### src/ghash_acc_pkg.sv
// ----------------------------------------------------------------------------
// GHASH accumulator package
// Widths, register indexes, queue entry and engine state types.
// ----------------------------------------------------------------------------
package ghash_acc_pkg;

  localparam int HALF_W       = 64;
  localparam int BLOCK_W      = 128;
  localparam int BLOCK_BYTES  = 16;
  localparam int NBYTES_W     = 5;
  localparam int IN_TDATA_W   = 136;
  localparam int OUT_TDATA_W  = 128;
  localparam int CFG_INDEX_W  = 1;

  // Register indexes on the configuration port
  localparam logic [CFG_INDEX_W-1:0] REG_KEY_HI = 1'b0;
  localparam logic [CFG_INDEX_W-1:0] REG_KEY_LO = 1'b1;

  // Multiplier digit: bits of the multiplicand consumed per cycle
  localparam int DIGIT_W = 8;
  localparam int DIGITS  = BLOCK_W / DIGIT_W;
  localparam int CNT_W   = $clog2(DIGITS);

  // Reduction byte for x^128 + x^7 + x^2 + x + 1 in reflected form
  localparam logic [7:0] REDUCE_BYTE = 8'hE1;

  localparam int QUEUE_DEPTH_DEFAULT = 2;

  typedef struct packed {
    logic [BLOCK_W-1:0] blk;      // padded block, field bit 0 in bit 127
    logic               restart;  // clear accumulator first
    logic               skip;     // zero valid bytes: no multiply
  } q_entry_t;

  typedef enum logic [1:0] {
    ENG_IDLE,
    ENG_RUN,
    ENG_DONE
  } eng_state_t;

endpackage

### src/ghash_accumulator_core.sv
// Flow: the idle engine pops a queued block, multiplies it in RUN and loads the result
// from DONE into the output register; a block with zero valid bytes skips RUN.
// The engine consumes 8 bits of the multiplicand per cycle and takes the next block only
// after DONE has loaded the result, which waits while the output is stalled.
// The input queue takes further blocks while the engine works.
// Reset: synchronous active-low; clears hash key, accumulator, queue and output valid.
// ----------------------------------------------------------------------------
// GHASH accumulator core
// Padded-block GHASH multiply-accumulate with a configurable hash key.
// ----------------------------------------------------------------------------
module ghash_accumulator_core #(
  parameter int QUEUE_DEPTH = ghash_acc_pkg::QUEUE_DEPTH_DEFAULT
) (
  input  logic                                   clk,
  input  logic                                   rst_n,
  // [63:0] block_hi, [127:64] block_lo, [132:128] valid_bytes, [135:133] zero
  input  logic [ghash_acc_pkg::IN_TDATA_W-1:0]   in_tdata,
  // [0] restart
  input  logic [0:0]                             in_tuser,
  input  logic                                   in_tvalid,
  output logic                                   in_tready,
  // [63:0] hash_hi, [127:64] hash_lo
  output logic [ghash_acc_pkg::OUT_TDATA_W-1:0]  out_tdata,
  output logic                                   out_tvalid,
  input  logic                                   out_tready,
  input  logic                                   cfg_we,
  input  logic [ghash_acc_pkg::CFG_INDEX_W-1:0]  cfg_index,
  input  logic [ghash_acc_pkg::HALF_W-1:0]       cfg_wdata
);

  logic [ghash_acc_pkg::HALF_W-1:0]  key_hi_r;
  logic [ghash_acc_pkg::HALF_W-1:0]  key_lo_r;
  logic [ghash_acc_pkg::BLOCK_W-1:0] out_hash;

  ghash_acc_pkg::q_entry_t push_entry;
  ghash_acc_pkg::q_entry_t pop_entry;
  logic                    q_push;
  logic                    q_full;
  logic                    q_pop;
  logic                    q_nonempty;

  always_ff @(posedge clk) begin
    if (!rst_n) begin
      key_hi_r <= '0;
      key_lo_r <= '0;
    end else if (cfg_we) begin
      unique case (cfg_index)
        ghash_acc_pkg::REG_KEY_HI: key_hi_r <= cfg_wdata;
        ghash_acc_pkg::REG_KEY_LO: key_lo_r <= cfg_wdata;
        default: key_hi_r <= key_hi_r;
      endcase
    end
  end

  ghash_acc_front u_front (
    .in_tvalid (in_tvalid),
    .in_tready (in_tready),
    .in_tdata  (in_tdata),
    .in_tuser  (in_tuser),
    .q_full    (q_full),
    .q_push    (q_push),
    .q_entry   (push_entry)
  );

  ghash_acc_fifo #(
    .DEPTH (QUEUE_DEPTH)
  ) u_fifo (
    .clk        (clk),
    .rst_n      (rst_n),
    .push       (q_push),
    .push_entry (push_entry),
    .full       (q_full),
    .pop        (q_pop),
    .pop_entry  (pop_entry),
    .nonempty   (q_nonempty)
  );

  ghash_acc_back u_back (
    .clk       (clk),
    .rst_n     (rst_n),
    .q_valid   (q_nonempty),
    .q_entry   (pop_entry),
    .q_pop     (q_pop),
    .hash_key  ({key_hi_r, key_lo_r}),
    .out_valid (out_tvalid),
    .out_ready (out_tready),
    .out_hash  (out_hash)
  );

  assign out_tdata = {out_hash[ghash_acc_pkg::HALF_W-1:0],
                      out_hash[ghash_acc_pkg::BLOCK_W-1:ghash_acc_pkg::HALF_W]};

endmodule

### src/ghash_acc_front.sv
// ----------------------------------------------------------------------------
// GHASH accumulator front end
// Unpacks an input transfer, pads the block and classifies it for the queue.
// ----------------------------------------------------------------------------
module ghash_acc_front (
  input  logic                                  in_tvalid,
  output logic                                  in_tready,
  input  logic [ghash_acc_pkg::IN_TDATA_W-1:0]  in_tdata,
  input  logic [0:0]                            in_tuser,
  input  logic                                  q_full,
  output logic                                  q_push,
  output ghash_acc_pkg::q_entry_t               q_entry
);

  logic [ghash_acc_pkg::BLOCK_W-1:0]  blk;
  logic [ghash_acc_pkg::NBYTES_W-1:0] nbytes;
  logic [ghash_acc_pkg::NBYTES_W-1:0] nsat;
  logic [ghash_acc_pkg::BLOCK_W-1:0]  padded;

  assign blk    = {in_tdata[ghash_acc_pkg::HALF_W-1:0],
                   in_tdata[ghash_acc_pkg::BLOCK_W-1:ghash_acc_pkg::HALF_W]};
  assign nbytes = in_tdata[ghash_acc_pkg::BLOCK_W +: ghash_acc_pkg::NBYTES_W];

  // saturate counts above a full block
  assign nsat = (nbytes > ghash_acc_pkg::NBYTES_W'(ghash_acc_pkg::BLOCK_BYTES)) ?
                ghash_acc_pkg::NBYTES_W'(ghash_acc_pkg::BLOCK_BYTES) : nbytes;

  always_comb begin
    padded = '0;
    for (int b = 0; b < ghash_acc_pkg::BLOCK_BYTES; b++) begin
      if (ghash_acc_pkg::NBYTES_W'(b) < nsat) begin
        padded[ghash_acc_pkg::BLOCK_W-1-8*b -: 8] = blk[ghash_acc_pkg::BLOCK_W-1-8*b -: 8];
      end
    end
  end

  assign q_entry.blk     = padded;
  assign q_entry.restart = in_tuser[0];
  assign q_entry.skip    = (nbytes == '0);

  assign in_tready = !q_full;
  assign q_push    = in_tvalid && !q_full;

endmodule

### src/ghash_acc_fifo.sv
// ----------------------------------------------------------------------------
// GHASH accumulator block queue
// Short register queue decoupling the front end from the multiply engine.
// ----------------------------------------------------------------------------
module ghash_acc_fifo #(
  parameter int DEPTH = ghash_acc_pkg::QUEUE_DEPTH_DEFAULT
) (
  input  logic                     clk,
  input  logic                     rst_n,
  input  logic                     push,
  input  ghash_acc_pkg::q_entry_t  push_entry,
  output logic                     full,
  input  logic                     pop,
  output ghash_acc_pkg::q_entry_t  pop_entry,
  output logic                     nonempty
);

  localparam int PTR_W = (DEPTH > 1) ? $clog2(DEPTH) : 1;
  localparam int CNT_W = $clog2(DEPTH + 1);

  ghash_acc_pkg::q_entry_t slots [DEPTH];

  logic [PTR_W-1:0] wr_ptr_r, wr_ptr_nxt;
  logic [PTR_W-1:0] rd_ptr_r, rd_ptr_nxt;
  logic [CNT_W-1:0] cnt_r, cnt_nxt;

  assign full      = (cnt_r == CNT_W'(DEPTH));
  assign nonempty  = (cnt_r != '0);
  assign pop_entry = slots[rd_ptr_r];

  always_comb begin
    wr_ptr_nxt = wr_ptr_r;
    rd_ptr_nxt = rd_ptr_r;
    cnt_nxt    = cnt_r;
    if (push) begin
      wr_ptr_nxt = (wr_ptr_r == PTR_W'(DEPTH - 1)) ? '0 : wr_ptr_r + 1'b1;
    end
    if (pop) begin
      rd_ptr_nxt = (rd_ptr_r == PTR_W'(DEPTH - 1)) ? '0 : rd_ptr_r + 1'b1;
    end
    if (push && !pop) begin
      cnt_nxt = cnt_r + 1'b1;
    end else if (pop && !push) begin
      cnt_nxt = cnt_r - 1'b1;
    end
  end

  always_ff @(posedge clk) begin
    if (!rst_n) begin
      wr_ptr_r <= '0;
      rd_ptr_r <= '0;
      cnt_r    <= '0;
    end else begin
      wr_ptr_r <= wr_ptr_nxt;
      rd_ptr_r <= rd_ptr_nxt;
      cnt_r    <= cnt_nxt;
    end
  end

  always_ff @(posedge clk) begin
    if (push) begin
      slots[wr_ptr_r] <= push_entry;
    end
  end

endmodule

### src/ghash_acc_back.sv
// ----------------------------------------------------------------------------
// GHASH accumulator multiply engine
// Digit-serial GF(2^128) multiply-accumulate with an output register.
// ----------------------------------------------------------------------------
module ghash_acc_back (
  input  logic                                  clk,
  input  logic                                  rst_n,
  input  logic                                  q_valid,
  input  ghash_acc_pkg::q_entry_t               q_entry,
  output logic                                  q_pop,
  input  logic [ghash_acc_pkg::BLOCK_W-1:0]     hash_key,
  output logic                                  out_valid,
  input  logic                                  out_ready,
  output logic [ghash_acc_pkg::BLOCK_W-1:0]     out_hash
);

  // multiply by x in the reflected field
  function automatic logic [ghash_acc_pkg::BLOCK_W-1:0] gf_shift(
    input logic [ghash_acc_pkg::BLOCK_W-1:0] v
  );
    logic [ghash_acc_pkg::BLOCK_W-1:0] s;
    s = {1'b0, v[ghash_acc_pkg::BLOCK_W-1:1]};
    if (v[0]) begin
      s[ghash_acc_pkg::BLOCK_W-1 -: 8] = s[ghash_acc_pkg::BLOCK_W-1 -: 8] ^
                                        ghash_acc_pkg::REDUCE_BYTE;
    end
    return s;
  endfunction

  localparam logic [ghash_acc_pkg::CNT_W-1:0] LAST_DIGIT =
    ghash_acc_pkg::CNT_W'(ghash_acc_pkg::DIGITS - 1);

  ghash_acc_pkg::eng_state_t state_r, state_nxt;

  logic [ghash_acc_pkg::BLOCK_W-1:0] acc_r;
  logic [ghash_acc_pkg::BLOCK_W-1:0] x_r;
  logic [ghash_acc_pkg::BLOCK_W-1:0] v_r;
  logic [ghash_acc_pkg::BLOCK_W-1:0] z_r;
  logic [ghash_acc_pkg::CNT_W-1:0]   cnt_r;
  logic                              out_valid_r;
  logic [ghash_acc_pkg::BLOCK_W-1:0] out_hash_r;

  logic [ghash_acc_pkg::BLOCK_W-1:0] base;
  logic [ghash_acc_pkg::BLOCK_W-1:0] z_step;
  logic [ghash_acc_pkg::BLOCK_W-1:0] v_step;
  logic                              out_free;
  logic                              run;
  logic                              last;
  logic                              load_out;

  assign base     = q_entry.restart ? '0 : acc_r;
  assign out_free = !out_valid_r || out_ready;

  // one digit of the multiplicand, field bit 0 (register bit 127) first
  always_comb begin
    z_step = z_r;
    v_step = v_r;
    for (int j = 0; j < ghash_acc_pkg::DIGIT_W; j++) begin
      if (x_r[ghash_acc_pkg::BLOCK_W-1-j]) begin
        z_step = z_step ^ v_step;
      end
      v_step = gf_shift(v_step);
    end
  end

  always_comb begin
    state_nxt = state_r;
    unique case (state_r)
      ghash_acc_pkg::ENG_IDLE: begin
        if (q_valid) begin
          state_nxt = q_entry.skip ? ghash_acc_pkg::ENG_DONE : ghash_acc_pkg::ENG_RUN;
        end
      end
      ghash_acc_pkg::ENG_RUN: begin
        if (cnt_r == LAST_DIGIT) begin
          state_nxt = ghash_acc_pkg::ENG_DONE;
        end
      end
      ghash_acc_pkg::ENG_DONE: begin
        if (out_free) begin
          state_nxt = ghash_acc_pkg::ENG_IDLE;
        end
      end
      default: state_nxt = ghash_acc_pkg::ENG_IDLE;
    endcase
  end

  always_comb begin
    q_pop    = 1'b0;
    run      = 1'b0;
    last     = 1'b0;
    load_out = 1'b0;
    unique case (state_r)
      ghash_acc_pkg::ENG_IDLE: q_pop    = q_valid;
      ghash_acc_pkg::ENG_RUN: begin
        run  = 1'b1;
        last = (cnt_r == LAST_DIGIT);
      end
      ghash_acc_pkg::ENG_DONE: load_out = out_free;
      default: begin
        q_pop = 1'b0;
      end
    endcase
  end

  always_ff @(posedge clk) begin
    if (!rst_n) begin
      state_r     <= ghash_acc_pkg::ENG_IDLE;
      acc_r       <= '0;
      cnt_r       <= '0;
      out_valid_r <= 1'b0;
    end else begin
      state_r <= state_nxt;
      if (q_pop && q_entry.skip) begin
        acc_r <= base;
      end else if (last) begin
        acc_r <= z_step;
      end
      if (q_pop) begin
        cnt_r <= '0;
      end else if (run) begin
        cnt_r <= cnt_r + 1'b1;
      end
      if (load_out) begin
        out_valid_r <= 1'b1;
      end else if (out_ready) begin
        out_valid_r <= 1'b0;
      end
    end
  end

  always_ff @(posedge clk) begin
    if (q_pop) begin
      x_r <= base ^ q_entry.blk;
      v_r <= hash_key;
      z_r <= '0;
    end else if (run) begin
      x_r <= x_r << ghash_acc_pkg::DIGIT_W;
      v_r <= v_step;
      z_r <= z_step;
    end
    if (load_out) begin
      out_hash_r <= acc_r;
    end
  end

  assign out_valid = out_valid_r;
  assign out_hash  = out_hash_r;

endmodule

### config.mk
export PLATFORM = sky130hd
export DESIGN_NAME = ghash_accumulator_core
export DESIGN_NICKNAME = d
export VERILOG_FILES = /design/src/ghash_acc_pkg.sv /design/src/ghash_accumulator_core.sv /design/src/ghash_acc_front.sv /design/src/ghash_acc_fifo.sv /design/src/ghash_acc_back.sv
export SDC_FILE = /design/constraint.sdc
export NUM_CORES = 2
export LEC_CHECK = 0
export BUFFER_PORTS_ARGS = -buffer_cell sky130_fd_sc_hd__buf_4
export CORE_ASPECT_RATIO = 0.9
export CORE_MARGIN = 5
export CORE_UTILIZATION = 60
export CTS_CLUSTER_SIZE = 16
export DETAILED_ROUTE_END_ITERATION = 16
export PLACE_DENSITY_LB_ADDON = 0.25
export SLEW_MARGIN = 10
export SYNTH_ARGS = -nofsm -noshare
export SYNTH_HDL_FRONTEND = slang
export SYNTH_SLANG_ARGS = --single-unit
export TNS_END_PERCENT = 10
### constraint.sdc
create_clock -name clk -period 10.37 [get_ports clk]
set_clock_uncertainty 0.15 [all_clocks]
set_input_delay 1.037 -clock clk [delete_from_list [all_inputs] [get_ports clk]]
set_output_delay 1.037 -clock clk [all_outputs]
set_load 0.01 [all_outputs]
==> results.cfg <==
[synth]
ys_seq_area_frac = 0.504
ys.flop_type = edfxtp_1
ys_ff_latch = 1040
yosysMostFrequentCell = nand2_1
ys_types = 41
syn_area_per_cell_um2 = 9.44
yosys_warnings = 0
yosys.area.top_type = edfxtp_1
synth_edf_count = 644
syn_area_um2 = 54100
synth_area_leaders = edfxtp_1, xnor2_1, dfxtp_1
ys_top_cells_by_count = nand2_1, xnor2_1, edfxtp_1, dfxtp_1, clkbuf_1
netlist.area_leader.share = 0.357
synthArstFlopShare = 0
synth_nets = 5943
syn_inst = 5734

[die]
initial_utilization = 0.605
die_h_um = 295
core_area_um2 = 89400
pin_count = 337
rows = 104
die-area_um2 = 96300
die_w_um = 327

[detailed_routing]
vias = 40052
route.detailed.drc = 0
via_per_inst = 5.71
wl_mm = 149
drt_iter0_drc = 4699
wl_per_cell_um = 21.2
drt-pass1-iter-count = 6
final_antenna_net_count = 0

[outcome]
run_status = completed

[job]
max_cap_viol_count = 0

[worst_setup_path]
worstPathRequired_ns = 10.80
reg2reg_slack_ns = 6.32
critPathArrivalTime_ns = 4.49
reg2reg_depth = 9
crit_path_max_fanout = 79
worstSetupEndpointType = flip-flop
critPathLaunchType = flip-flop
criticalPathCategory = flip-flop to flip-flop
reg2reg_to = u_back.acc_r[121]$_SDFFE_PN0P_
r2r-start = u_back.x_r[121]$_DFFE_PP_

[clock_tree]
cts_resized = 0
path_clk_slew_ns = 0.06
root_buffer = clkbuf_16
clock_latency_ns = 0.69
cts_setup_buffers = 0
cts_inserted_buffers = 103
htreeDepth = 3
cts_sinks = 1040
clockBufferDepth = 3
cts-hold-fix-buffers = 0
cts_tree = built

[layout]
area_delta_synth_final_pct = 11.3
nets = 5965
stdcell_count = 7013
drive_gt1_frac = 0.0967

[grt]
grt_max_degree = 192
first_global_vias = 37690
grt_overflow_total = 0
antenna_found_initial = 10
track_usage = 0.299
grt_first_pass_wirelength_mm = 226

[placement]
dpl.cell_count = 6817
dpl.hpwl_mm = 96.9
place.gp.congestion = 0.916
io_buffers = 333

[sta]
tightestPinTransition_ns = 1.38
fmaxAchievable_ghz = 0.247
hold_viol = 0
min_period_ns = 4.05
rsz0062_at_grt = false
post-route-period-util = 0.391
maxSlewHeadroom = 0.0798
slew_viol_final = 0
fin_tns_setup_ns = 0
setup_viol = 0

[min_path]
min_path_type = flip-flop to flip-flop
hp-start = u_back.acc_r[121]$_SDFFE_PN0P_
holdPathEnd = u_back.out_hash[121]$_DFFE_PP_
min_path_cells = 0
-- worst max-delay path: stages (launching register included) --
cell and delay [ns]:
edfxtp_1 0.34, buf_4 0.75, buf_4 0.75, nand2_1 0.28
a2bb2oi_1 0.20, nor2_1 0.11, a211oi_1 0.09, xnor2_1 0.74
o21ai_0 0.20, and2_1 0.19
-- placed cells by master (no fill, tap or decap), types with 46 or more instances in the layout --
cell,instances
dfxtp_1,395
nand3_1,139
nor2_1,46
nand2_1,1880
a21boi_0,131
xnor2_1,988
edfxtp_1,644
xor2_1,181
clkbuf_16,111
o21ai_0,271
and2_1,52
nor2b_1,203
buf_4,372
a2bb2oi_1,113
mux2i_1,129
-- per-layer routing --
metal  share of wire  GRT usage  vias to the layer above  wire (µm)
met5         0.00062          0                        -         92
met4           0.030     0.0851                       14       4420
met3           0.094     0.0650                      254      13900
met2            0.46      0.469                     1734      68100
met1            0.42      0.425                    19413      62100
li1                -          -                    18637          -
-- cell families (layout without fill, tap and decap cells) --
kind of cell / Yosys count / count (layout) / share of synthesized area
other cells: 0 / 3 / 0
flops: 1040 / 1040 / 0.504
simple gates: 2345 / 2345 / 0.179
fa+ha+maj: 2 / 2 / 0.000462
mux: 130 / 130 / 0.0241
xor+xnor: 1173 / 1173 / 0.190
buf+inv: 469 / 579 / 0.0342
compound gates: 575 / 575 / 0.0682
-- flip-flops by register name, summed over array words and instances (netlist names), named ones only --
| register | count |
|---|---|
| u_fifo.slots | 260 |
| u_back.acc_r | 128 |
| u_back.out_hash | 128 |
| u_back.v_r | 128 |
| u_back.x_r | 128 |
| u_back.z_r | 128 |
| key_hi_r | 64 |
| key_lo_r | 64 |
| u_back.cnt_r | 4 |
| u_back.state_r | 2 |
| u_fifo.cnt_r | 2 |
| u_back.out_valid | 1 |
| u_fifo.rd_ptr_r | 1 |
| u_fifo.wr_ptr_r | 1 |
-- worst max-delay path by stage --
stage,to,slack (ns),cells past startpoint,startpoint
6_report,u_back.acc_r[121]$_SDFFE_PN0P_,6.32,9,u_back.x_r[121]$_DFFE_PP_
5_1_grt,u_back.acc_r[121]$_SDFFE_PN0P_,6.22,9,u_back.x_r[121]$_DFFE_PP_
4_1_cts,u_back.x_r[117]$_DFFE_PP_,6.54,5,flip-flop
3_5_place_dp,u_back.x_r[117]$_DFFE_PP_,6.54,5,flip-flop
3_3_place_gp,u_back.x_r[117]$_DFFE_PP_,6.60,5,flip-flop
2_1_floorplan,u_back.v_r[0]$_DFFE_PP_,2.59,7,u_fifo.cnt_r[0]$_SDFFE_PN0P_
-- per-stage QoR --
stage	area, µm²	util	hold WS, ns	setup WS, ns
floorplan	54100	-	0.280	2.59
detailed placement	56700	0.635	0.296	6.54
CTS	60200	0.674	0.310	6.54
global placement	56700	0.635	0.292	6.60
global route	60200	0.674	0.318	6.22
finish	60200	0.674	0.309	6.32
-- cell type report --
cell class	instances	area, µm²
Antenna cell	3	7.51
Clock buffer	144	3020
Clock inverter	49	488
Fill cell	6867	29200
Inverter	9	41.3
Multi-Input combinational cell	4225	25100
Sequential cell	1040	27300
Tap cell	1166	1460
Timing Repair Buffer	377	2880
Power is left out: the tool's default activity adds up to more than one toggle a clock period on the data nets, which glitch-free logic cannot reach.
